**config.mk**
```make
export PLATFORM = sky130hd
export DESIGN_NAME = multi_channel_periodic_scheduler_flat
export DESIGN_NICKNAME = d
export VERILOG_FILES = /design/src/mcps_pkg.sv /design/src/mcps_ifs.sv /design/src/mcps_cell.sv /design/src/multi_channel_periodic_scheduler.sv /design/src/flat_wrapper.sv
export SDC_FILE = /design/constraint.sdc
export NUM_CORES = 2
export LEC_CHECK = 0
export ABC_AREA = 0
export BUFFER_PORTS_ARGS = -buffer_cell sky130_fd_sc_hd__buf_4
export CAP_MARGIN = 40
export CORE_MARGIN = 2
export CORE_UTILIZATION = 58
export DETAILED_ROUTE_END_ITERATION = 10
export PLACE_DENSITY_LB_ADDON = 0.15
export SYNTH_ARGS = -nofsm -noshare
export SYNTH_HDL_FRONTEND = slang
export SYNTH_SLANG_ARGS = --single-unit
```
**constraint.sdc**
```tcl
create_clock -name clk -period 6.39 [get_ports clk]
set_input_delay 1.278 -clock clk [delete_from_list [all_inputs] [get_ports clk]]
set_output_delay 1.278 -clock clk [all_outputs]
set_load 0.02 [all_outputs]
```
**src/mcps_pkg.sv**
```systemverilog
// Shared constants and types for the multi-channel periodic scheduler.
// No dependencies.
`timescale 1ns / 1ps

package mcps_pkg;

    localparam int NUM_CHANNELS    = 4;
    localparam int TIME_BITS       = 32;
    localparam int PERIOD_W        = 31;
    localparam int MASK_W          = 4;
    localparam int NUM_PERIOD_REGS = 4;
    localparam int CFG_IDX_W       = 3;
    localparam int CFG_DATA_W      = 31;
    localparam int CHAN_OUT_W      = 2;
    localparam int CH_W  = (NUM_CHANNELS > 1) ? $clog2(NUM_CHANNELS) : 1;
    localparam int CNT_W = $clog2(NUM_CHANNELS + 1);
    localparam int SUM_W = ((TIME_BITS > PERIOD_W) ? TIME_BITS : PERIOD_W) + 1;

    // register indexes
    localparam logic [CFG_IDX_W-1:0] REG_ENABLE_MASK = CFG_IDX_W'(0);
    localparam logic [CFG_IDX_W-1:0] REG_PERIOD_BASE = CFG_IDX_W'(1);

    // command codes
    localparam logic CMD_START = 1'b0;
    localparam logic CMD_CHECK = 1'b1;

    typedef logic [TIME_BITS-1:0] tick_t;
    typedef logic [PERIOD_W-1:0]  period_t;
    typedef logic [CH_W-1:0]      chan_t;

    // entry passed around the ring of cells
    typedef struct packed {
        logic  pend;
        tick_t lag;
        chan_t idx;
    } token_t;

    typedef struct packed {
        logic  load_start;
        logic  load_check;
        logic  ring_step;
        logic  emit;
        chan_t emit_cnt;
    } cell_ctrl_t;

    typedef struct packed {
        logic pend;
        logic hit;
    } cell_stat_t;

endpackage

```
**src/mcps_ifs.sv**
```systemverilog
// Channel interfaces: request input, firing output, configuration writes.
// Depends on mcps_pkg.
`timescale 1ns / 1ps

interface mcps_req_if;
    import mcps_pkg::*;
    logic  valid;
    logic  ready;
    logic  command;
    tick_t now_time;
    modport source (output valid, output command, output now_time, input ready);
    modport sink   (input valid, input command, input now_time, output ready);
endinterface

interface mcps_fire_if;
    import mcps_pkg::*;
    logic                  valid;
    logic                  ready;
    logic [CHAN_OUT_W-1:0] fired_channel;
    tick_t                 fire_time;
    logic                  last_of_run;
    modport source (output valid, output fired_channel, output fire_time,
                    output last_of_run, input ready);
    modport sink   (input valid, input fired_channel, input fire_time,
                    input last_of_run, output ready);
endinterface

interface mcps_cfg_if;
    import mcps_pkg::*;
    logic                  valid;
    logic                  ready;
    logic [CFG_IDX_W-1:0]  index;
    logic [CFG_DATA_W-1:0] data;
    modport source (output valid, output index, output data, input ready);
    modport sink   (input valid, input index, input data, output ready);
endinterface

```
**src/mcps_cell.sv**
```systemverilog
// One channel cell: due time, period, lag and rank, with a ring link to its neighbor.
// Depends on mcps_pkg.
`timescale 1ns / 1ps

module mcps_cell (
    input  logic                clk,
    input  logic                rst_n,
    input  mcps_pkg::cell_ctrl_t ctrl,
    input  mcps_pkg::tick_t     now_time,
    input  mcps_pkg::chan_t     own_idx,
    input  logic                en,
    input  logic                period_we,
    input  mcps_pkg::period_t   period_data,
    input  mcps_pkg::token_t    tok_in,
    output mcps_pkg::token_t    tok_out,
    output mcps_pkg::cell_stat_t stat
);
    import mcps_pkg::*;

    tick_t   due_reg;
    period_t period_reg;
    tick_t   lag_reg;
    logic    pend_reg;
    chan_t   rank_reg;
    token_t  tok_reg;

    tick_t              lag_next;
    logic               pend_next;
    logic               beats;
    logic [SUM_W-1:0]   due_sum;

    assign lag_next  = now_time - due_reg;
    assign pend_next = en && !lag_next[TIME_BITS-1];
    assign due_sum   = SUM_W'(due_reg) + SUM_W'(period_reg);

    // incoming entry is ahead of this one: older due time, or same with lower index
    assign beats = tok_in.pend &&
                   ((tok_in.lag > lag_reg) ||
                    ((tok_in.lag == lag_reg) && (tok_in.idx < own_idx)));

    always_ff @(posedge clk or negedge rst_n)
    begin
        if (!rst_n)
        begin
            due_reg    <= '0;
            period_reg <= PERIOD_W'(1);
            pend_reg   <= 1'b0;
        end
        else
        begin
            if (period_we)
            begin
                period_reg <= period_data;
            end
            if (ctrl.load_start)
            begin
                due_reg <= now_time;
            end
            else if (ctrl.emit && stat.hit)
            begin
                due_reg <= due_sum[TIME_BITS-1:0];
            end
            if (ctrl.load_check)
            begin
                pend_reg <= pend_next;
            end
        end
    end

    always_ff @(posedge clk)
    begin
        if (ctrl.load_check)
        begin
            lag_reg  <= lag_next;
            rank_reg <= '0;
            tok_reg  <= '{pend: pend_next, lag: lag_next, idx: own_idx};
        end
        else if (ctrl.ring_step)
        begin
            if (beats)
            begin
                rank_reg <= rank_reg + CH_W'(1);
            end
            tok_reg <= tok_in;
        end
    end

    assign tok_out   = tok_reg;
    assign stat.pend = pend_reg;
    assign stat.hit  = pend_reg && (rank_reg == ctrl.emit_cnt);

endmodule

```
**src/multi_channel_periodic_scheduler.sv**
```systemverilog
// Multi-channel periodic scheduler: a ring of channel cells ranks due channels, then emits.
// Depends on mcps_pkg, mcps_ifs and mcps_cell.
// A check holds off further requests until its ring pass and its firings are done, with
// one firing per cycle while the output is not stalled.
// Start items do not hold the input. Reset clears due times, periods to 1, mask and armed flag.
`timescale 1ns / 1ps

module multi_channel_periodic_scheduler (
    input  logic       clk,
    input  logic       rst_n,
    mcps_req_if.sink   req,
    mcps_fire_if.source fire,
    mcps_cfg_if.sink   cfg
);
    import mcps_pkg::*;

    // sequencer states
    localparam logic [1:0] ST_IDLE = 2'd0;
    localparam logic [1:0] ST_RING = 2'd1;
    localparam logic [1:0] ST_EMIT = 2'd2;

    // each cell must see every other entry once: NUM_CHANNELS - 1 ring steps
    localparam int    RING_STEPS = NUM_CHANNELS - 1;
    localparam chan_t RING_LAST  = CH_W'((NUM_CHANNELS > 1) ? NUM_CHANNELS - 2 : 0);

    logic [1:0]        state_reg;
    logic [1:0]        state_next;
    chan_t             step_reg;
    chan_t             emit_cnt_reg;
    tick_t             now_reg;
    logic              started_reg;
    logic [MASK_W-1:0] mask_reg;

    // output register
    logic                  out_valid_reg;
    logic [CHAN_OUT_W-1:0] out_chan_reg;
    tick_t                 out_time_reg;
    logic                  out_last_reg;

    logic       req_acc;
    logic       cfg_acc;
    logic       slot_free;
    logic       emit_go;
    logic       is_last;
    cell_ctrl_t ctrl;

    token_t              tok     [NUM_CHANNELS];
    cell_stat_t          stat    [NUM_CHANNELS];
    logic [NUM_CHANNELS-1:0] pend_vec;
    logic [NUM_CHANNELS-1:0] hit_vec;
    logic [CNT_W-1:0]    due_count;
    chan_t               sel_idx;

    assign req_acc   = req.valid && req.ready;
    assign cfg_acc   = cfg.valid && cfg.ready;
    assign req.ready = (state_reg == ST_IDLE);
    assign cfg.ready = 1'b1;

    // output stage can take a new firing when empty or being drained
    assign slot_free = !out_valid_reg || fire.ready;
    assign emit_go   = (state_reg == ST_EMIT) && (due_count != '0) && slot_free;
    assign is_last   = ((CNT_W'(emit_cnt_reg) + CNT_W'(1)) == due_count);

    assign ctrl.load_start = req_acc && (req.command == CMD_START);
    // checks before the first start are dropped
    assign ctrl.load_check = req_acc && (req.command == CMD_CHECK) && started_reg;
    assign ctrl.ring_step  = (state_reg == ST_RING);
    assign ctrl.emit       = emit_go;
    assign ctrl.emit_cnt   = emit_cnt_reg;

    // ring of cells: cell c hears from cell c-1, cell 0 from the last one
    for (genvar c = 0; c < NUM_CHANNELS; c++)
    begin : g_cell
        localparam int PREV = (c == 0) ? NUM_CHANNELS - 1 : c - 1;
        logic en_bit;
        logic pwe;

        if (c < MASK_W)
        begin : g_en
            assign en_bit = mask_reg[c];
        end
        else
        begin : g_no_en
            assign en_bit = 1'b0;
        end

        if (c < NUM_PERIOD_REGS)
        begin : g_pwe
            assign pwe = cfg_acc && (cfg.index == REG_PERIOD_BASE + CFG_IDX_W'(c));
        end
        else
        begin : g_no_pwe
            assign pwe = 1'b0;
        end

        mcps_cell u_cell (
            .clk         (clk),
            .rst_n       (rst_n),
            .ctrl        (ctrl),
            .now_time    (req.now_time),
            .own_idx     (CH_W'(c)),
            .en          (en_bit),
            .period_we   (pwe),
            .period_data (PERIOD_W'(cfg.data)),
            .tok_in      (tok[PREV]),
            .tok_out     (tok[c]),
            .stat        (stat[c])
        );

        assign pend_vec[c] = stat[c].pend;
        assign hit_vec[c]  = stat[c].hit;
    end

    assign due_count = CNT_W'($countones(pend_vec));

    // exactly one due cell holds the current rank during emission
    always_comb
    begin
        sel_idx = '0;
        for (int c = 0; c < NUM_CHANNELS; c++)
        begin
            if (hit_vec[c])
            begin
                sel_idx = sel_idx | CH_W'(c);
            end
        end
    end

    always_comb
    begin
        state_next = state_reg;
        unique case (state_reg)
            ST_IDLE:
            begin
                if (ctrl.load_check)
                begin
                    state_next = (RING_STEPS > 0) ? ST_RING : ST_EMIT;
                end
            end
            ST_RING:
            begin
                if (step_reg == RING_LAST)
                begin
                    state_next = ST_EMIT;
                end
            end
            ST_EMIT:
            begin
                if (due_count == '0)
                begin
                    state_next = ST_IDLE;
                end
                else if (emit_go && is_last)
                begin
                    state_next = ST_IDLE;
                end
            end
            default:
            begin
                state_next = ST_IDLE;
            end
        endcase
    end

    always_ff @(posedge clk or negedge rst_n)
    begin
        if (!rst_n)
        begin
            state_reg     <= ST_IDLE;
            step_reg      <= '0;
            emit_cnt_reg  <= '0;
            started_reg   <= 1'b0;
            mask_reg      <= '0;
            out_valid_reg <= 1'b0;
        end
        else
        begin
            state_reg <= state_next;

            if (cfg_acc && (cfg.index == REG_ENABLE_MASK))
            begin
                mask_reg <= MASK_W'(cfg.data);
            end

            if (ctrl.load_start)
            begin
                started_reg <= 1'b1;
            end

            if (ctrl.load_check)
            begin
                step_reg     <= '0;
                emit_cnt_reg <= '0;
            end
            else
            begin
                if (ctrl.ring_step)
                begin
                    step_reg <= step_reg + CH_W'(1);
                end
                if (emit_go)
                begin
                    emit_cnt_reg <= emit_cnt_reg + CH_W'(1);
                end
            end

            if (emit_go)
            begin
                out_valid_reg <= 1'b1;
            end
            else if (fire.ready)
            begin
                out_valid_reg <= 1'b0;
            end
        end
    end

    // payload registers
    always_ff @(posedge clk)
    begin
        if (ctrl.load_check)
        begin
            now_reg <= req.now_time;
        end
        if (emit_go)
        begin
            out_chan_reg <= CHAN_OUT_W'(sel_idx);
            out_time_reg <= now_reg;
            out_last_reg <= is_last;
        end
    end

    assign fire.valid         = out_valid_reg;
    assign fire.fired_channel = out_chan_reg;
    assign fire.fire_time     = out_time_reg;
    assign fire.last_of_run   = out_last_reg;

endmodule

```
**src/flat_wrapper.sv**
```systemverilog
// flat-port wrapper written by rule: the top's interface ports become plain ports
module multi_channel_periodic_scheduler_flat import mcps_pkg::*;
  (clk, rst_n, req_valid, req_command, req_now_time, req_ready, fire_valid, fire_fired_channel, fire_fire_time, fire_last_of_run, fire_ready, cfg_valid, cfg_index, cfg_data, cfg_ready);
  mcps_req_if req_i ();
  mcps_fire_if fire_i ();
  mcps_cfg_if cfg_i ();
  input  logic clk;
  input  logic rst_n;
  input wire logic [$bits(req_i.valid)-1:0] req_valid;
  input wire logic [$bits(req_i.command)-1:0] req_command;
  input wire logic [$bits(req_i.now_time)-1:0] req_now_time;
  output wire logic [$bits(req_i.ready)-1:0] req_ready;
  output wire logic [$bits(fire_i.valid)-1:0] fire_valid;
  output wire logic [$bits(fire_i.fired_channel)-1:0] fire_fired_channel;
  output wire logic [$bits(fire_i.fire_time)-1:0] fire_fire_time;
  output wire logic [$bits(fire_i.last_of_run)-1:0] fire_last_of_run;
  input wire logic [$bits(fire_i.ready)-1:0] fire_ready;
  input wire logic [$bits(cfg_i.valid)-1:0] cfg_valid;
  input wire logic [$bits(cfg_i.index)-1:0] cfg_index;
  input wire logic [$bits(cfg_i.data)-1:0] cfg_data;
  output wire logic [$bits(cfg_i.ready)-1:0] cfg_ready;
  assign req_i.valid = req_valid;
  assign req_i.command = req_command;
  assign req_i.now_time = req_now_time;
  assign req_ready = req_i.ready;
  assign fire_valid = fire_i.valid;
  assign fire_fired_channel = fire_i.fired_channel;
  assign fire_fire_time = fire_i.fire_time;
  assign fire_last_of_run = fire_i.last_of_run;
  assign fire_i.ready = fire_ready;
  assign cfg_i.valid = cfg_valid;
  assign cfg_i.index = cfg_index;
  assign cfg_i.data = cfg_data;
  assign cfg_ready = cfg_i.ready;
  multi_channel_periodic_scheduler u_core (.clk(clk), .rst_n(rst_n), .req(req_i), .fire(fire_i), .cfg(cfg_i));
endmodule
```
; ---- Yosys cells after proc, flatten, opt, wreduce, memory -nomap -nowiden
; Index checks and enable logic that the tools add are counted.
[totals]
regBits = 611
inputBits = 72
out_inout_bits = 38
[op_classes]
n_addsub = 18
n_lt_le_gt_ge = 8
n_eq_ne = 19
mux = 28
bitwise = 1
n_reduce_logical = 59
[op_table]
columns = op, n
row1 = two-way mux 35 bit, 8
row2 = two-way mux 32 bit, 8
row3 = adder 32 x 31 -> 32 bit, 4
row4 = == test 32 bit, 4
row5 = > comparator 32 bit, 4
row6 = subtractor 32 bit, 4
row7 = logical AND 1 bit, 32
row8 = two-way mux 2 bit, 8
row9 = nonzero test 2 bit, 7
row10 = "adder 2 x 1 -> 2 bit, second input constant", 6
row11 = == test 2 bit, 4
row12 = AND reduction 2 bit, 4
row13 = "== test 3 x 2 -> 1 bit, second input constant", 2
row14 = logical NOT 3 bit, 2
row15 = one-hot mux 2 bit (3 select lines), 1
row16 = logical NOT 1 bit, 5
row17 = logical OR 1 bit, 5
row18 = adder 1 x 1 -> 2 bit, 2
row19 = "== test 2 bit, second input constant", 2
row20 = "< comparator 2 x 1 -> 1 bit, second input constant", 2
row21 = "< comparator 2 bit, second input constant", 2
row22 = "!= test 2 bit, second input constant", 2
row23 = "adder 2 x 1 -> 3 bit, second input constant", 1
row24 = adder 3 bit, 1
row25 = other kinds (11), 13

; ---- Depth between registers and ports, before layout
[logic_depth]
word_depth = 9
ltp_mapped = 13
ltp_nobuf = 13

; ---- By module
; Synthesis repeated with hierarchy kept, for this count alone.
[hier_totals]
hier_cells = 3970
hier_area_um2 = 40483.8
[modules_own_cells]
columns = module, instances, cells_per_inst, area_per_inst_um2
row1 = mcps_cell (u_core.g_cell[0].u_cell), 1, 987, 9635.5
row2 = mcps_cell (u_core.g_cell[1].u_cell), 1, 964, 9492.9
row3 = mcps_cell (u_core.g_cell[2].u_cell), 1, 957, 9406.5
row4 = mcps_cell (u_core.g_cell[3].u_cell), 1, 921, 9186.3
row5 = multi_channel_periodic_scheduler, 1, 141, 2762.6

; ---- Worst setup path before layout
; No wires, ideal clock.
[synth_path]
path_type = in2reg
from = input port req_valid
to = register u_core.g_cell[0].u_cell.lag_reg[0], enable pin
t_arrival_ns = 6.332
path_slack_ns = -0.528
stages = 4
n_path_buf = 2
cell_sequence = nand4_1 inv_1 clkbuf_1 buf_1
[synth_rtl]
columns = item, line_no
row1 = start: declaration, flat_wrapper.sv:9  ; input wire logic [$bits(req_i.valid)-1:0] req_valid;
row2 = end signal: assignment, mcps_cell.sv:74  ; lag_reg <= lag_next;
row3 = end: declaration, mcps_cell.sv:22  ; tick_t lag_reg;

; ---- Worst setup path after layout
[layout_path]
from = input port req_now_time[0]
to = register u_core.g_cell[0].u_cell.tok_reg, in the netlist u_core.g_cell[0].u_cell.tok_out[32] (data pin)
[layout_via]
elab_chain_len = 2
[layout_rtl]
columns = item, line_no
row1 = start: declaration, flat_wrapper.sv:11  ; input wire logic [$bits(req_i.now_time)-1:0] req_now_time;
row2 = subtractor 32 bit, mcps_cell.sv:32  ; assign lag_next = now_time - due_reg;
row3 = net u_core.g_cell[0].u_cell.lag_next[30], mcps_cell.sv:27  ; tick_t lag_next;
row4 = two-way mux 35 bit, mcps_cell.sv:72  ; if (ctrl.load_check)
row5 = end signal: assignment, mcps_cell.sv:76  ; tok_reg <= '{pend: pend_next, lag: lag_next, idx: own_idx};
row6 = end signal: assignment, mcps_cell.sv:84  ; tok_reg <= tok_in;
row7 = end: declaration, mcps_cell.sv:25  ; token_t tok_reg;
; The timed path passes the listed nets, and every way through them passes these cells.
; A chain may end at the register's enable or synchronous reset.

==> out/summary.txt <==
status -> finished, final reports clean
Leak -> 18.9 nW
DR WL/cell -> 22.9 um
clk sinks -> 611
vias in the first global route -> 27,949
CTS Buf Count -> 70
Die Area -> 67,900 um^2
clk slew on worst S/H paths -> 0.05 ns
largest fanout on the critical path -> 4
CP Launch Type -> primary input
WS Path Type -> in -> reg
max_slew headroom -> 0.416
die span in y -> 260 um
core area -> 65,400 um^2
worst hold margin -> 0.418 ns
first-pass detailed-route iteration total -> 9
maximum clock frequency -> 238 MHz
initial antenna violation count -> 0
Die W -> 260 um
DPL Wire Length -> 83.6 mm
top cells by area, synth -> edfxtp_1 26%, dfrtp_1 17%, ha_1 12%
top cell type's share of synthesized area -> 0.257
via/cell ratio -> 6.22
Routed WL -> 109 mm
Initial Utilization -> 0.583
Max rail drop VDD -> 0.373 mV
Post-CTS Setup Inserts -> 0
flip-flop count of the largest register after layout -> 140
CTS tree -> done
worst hold path class -> reg -> reg
uppermost routed layer -> met4
# diodes -> 0
area of the mapped netlist -> 38,200 um^2
crit-path cells -> buf_4, inv_1, ha_1, fa_1, nand2b_1, a21o_1, a21o_1, a211oi_1, a41oi_1, o21ai_1, a21oi_1, o21ai_0, xor2_1, a22o_1
area leader, netlist -> edfxtp_1
most frequent CP cell -> a21o_1
Final #Nets -> 4,295
crit-path leading delay family -> compound AO/OA/AOI/OAI gates
most common cell in the netlist -> ha_1
number of synthesized register bits -> 611
Rows -> 94
Design Area, Final -> 42,300 um^2
Hold Buf Count CTS -> 0
Yosys cell types -> 84
initial DRC count -> 3,301
EDFF count, synth -> 327
antenna-violating nets left -> 0
largest net degree at the start of global routing -> 146
post-route minimum period -> 4.21 ns
actual slew at the worst max-slew pin -> 0.877 ns
Area Overhead vs Synth -> 10.9%
Critical Path RT -> 6.75 ns
most common flop cell mapped by yosys -> edfxtp_1
slowest stage delay, CP -> 0.60 ns
synth cell count leaders -> 381 x ha_1, 356 x a21oi_1, 332 x inv_1
fillers -> 5,343
Slew Limit Fails -> 0
Max Buffers Root-to-Sink -> 3
metal1 wirelength -> 50.0 mm
Power per Cell Area -> 562 nW/um^2
GRT Residual Overflow -> 0
dpl cell area -> 40,100 um^2
syn nets -> 4,207
final hold vios -> 0
via count -> 29,559
Worst Setup End Kind -> flop
Clock Tree Root -> clkbuf_16
GPL Wtd Cong -> 0.955
Ys Warns -> 0
CP max-delay cell -> a211oi_1
final setup vio count -> 0
Setup TNS -> 0 ns
Tot Pwr -> 23.8 mW
async set-or-reset flop fraction in the synthesized netlist -> 0.439
RSZ-0062 raised after global routing -> false
first-pass GRT wire length -> 164 mm
register area share after synthesis -> 0.442
number of top-level pins -> 110
Critical path buffers and inverters -> 2
period utilization -> 0.658
Post-Syn Area per Cell -> 10.2 um^2
critical path arrival -> 4.57 ns
clk_skew -> 0.0209 ns
DR DRC count -> 0
ratio of cells with drive above 1 in the final layout -> 0.106
MaxCap Viol Count -> 0
CTS resizes -> 0
Layout Utilization -> 0.647
total global routing track utilization -> 0.321
Cells after Synth -> 3,745
IO Port Bufs -> 108
Worst-Skew Late Latency -> 0.61 ns
H-tree levels -> 3
Met3 Wirelength -> 9.83 mm
met2 wire length -> 46.3 mm
## per-stage QoR
step | worst slack [ns] | cells
CTS | 2.27 | 4752
detailed placement | 1.66 | 4625
floorplan | 0.106 | 3745
finish | 2.18 | 4752
global placement | 1.71 | 4613
global route | 2.02 | 4752
## worst register-to-register path, stage by stage, from the launching register on
cell      delay [ns]
dfrtp_1         0.42
ha_1            0.31
ha_1            0.21
fa_1            0.48
o311ai_1        0.47
nand2b_1        0.75
or2_2           0.69
nand2_1         0.40
o21ai_0         0.26
a21oi_1         0.06
## kinds of logic (layout without fill, tap and decap cells)
kind of cell,count (synthesis),in the layout,synth area share
fa+ha+maj,390,390,0.130
flops,611,611,0.442
compound gates,1158,1158,0.197
other cells,1,1,0.0000983
mux,131,131,0.0385
simple gates,785,785,0.0985
buf+inv,452,595,0.0446
xor+xnor,217,217,0.0498
## cells in the final DEF (no fill, tap or decap), drive strengths merged, types with 11 or more instances in the layout
cell type	count
nor3	48
nand2	249
a21o	153
nand4	53
clkbuf	102
ha	381
or3	12
a22o	120
xor2	63
a21oi	358
nor2b	37
dfxtp	16
a31oi	36
and3	21
buf	135
inv	336
edfxtp	327
nand2b	38
or2	14
o22ai	23
o21ai	231
xnor2	154
nor4	11
o21a	52
a211oi	36
and2	15
mux2	127
o21bai	28
nand3	68
o221ai	14
nor2	187
o211ai	17
clkinv	17
dfrtp	264
## worst paths after layout
| check | startpoint | endpoint | slack, ns | cells past startpoint |
|---|---|---|---|---|
| hold reg to reg | u_core.now_reg[23] | u_core.fire.fire_time[23] | 0.42 | 0 |
| max in group asynchronous | rst_n | u_core.g_cell[2].u_cell.due_reg[28] | 4.52 | 2 |
| hold / removal | u_core.now_reg[23] | u_core.fire.fire_time[23] | 0.42 | 0 |
| min in group asynchronous | rst_n | u_core.step_reg[0] | 0.68 | 1 |
| setup reg to reg | u_core.g_cell[3].u_cell.pend_reg | u_core.g_cell[1].u_cell.due_reg[29] | 2.21 | 9 |
| setup / recovery | req_now_time[0] | u_core.g_cell[0].u_cell.tok_out[32] | 2.18 | 14 |
## power by group
part | total [mW] | switching [mW] | internal, mW
Clock | 3.95 | 1.63 | 2.32
Combinational | 12.5 | 7.55 | 4.94
Sequential | 7.35 | 1.17 | 6.18
## layout make-up
class / count / area, um^2 / area share
Multi-Input combinational cell: 2682 / 19700 / 0.465
Sequential cell: 611 / 16900 / 0.398
Clock buffer: 102 / 1990 / 0.0469
Inverter: 332 / 1250 / 0.0296
Timing Repair Buffer: 136 / 1230 / 0.0291
Tap cell: 864 / 1080 / 0.0255
Clock inverter: 25 / 236 / 0.00559
## layer usage
metal  GRT usage  vias to the layer above
li1            -                    13894
met5           0                        -
met3      0.0485                      146
met1       0.491                    14307
met4      0.0871                        0
met2       0.474                     1212
Power figures use the tool's default switching activity.
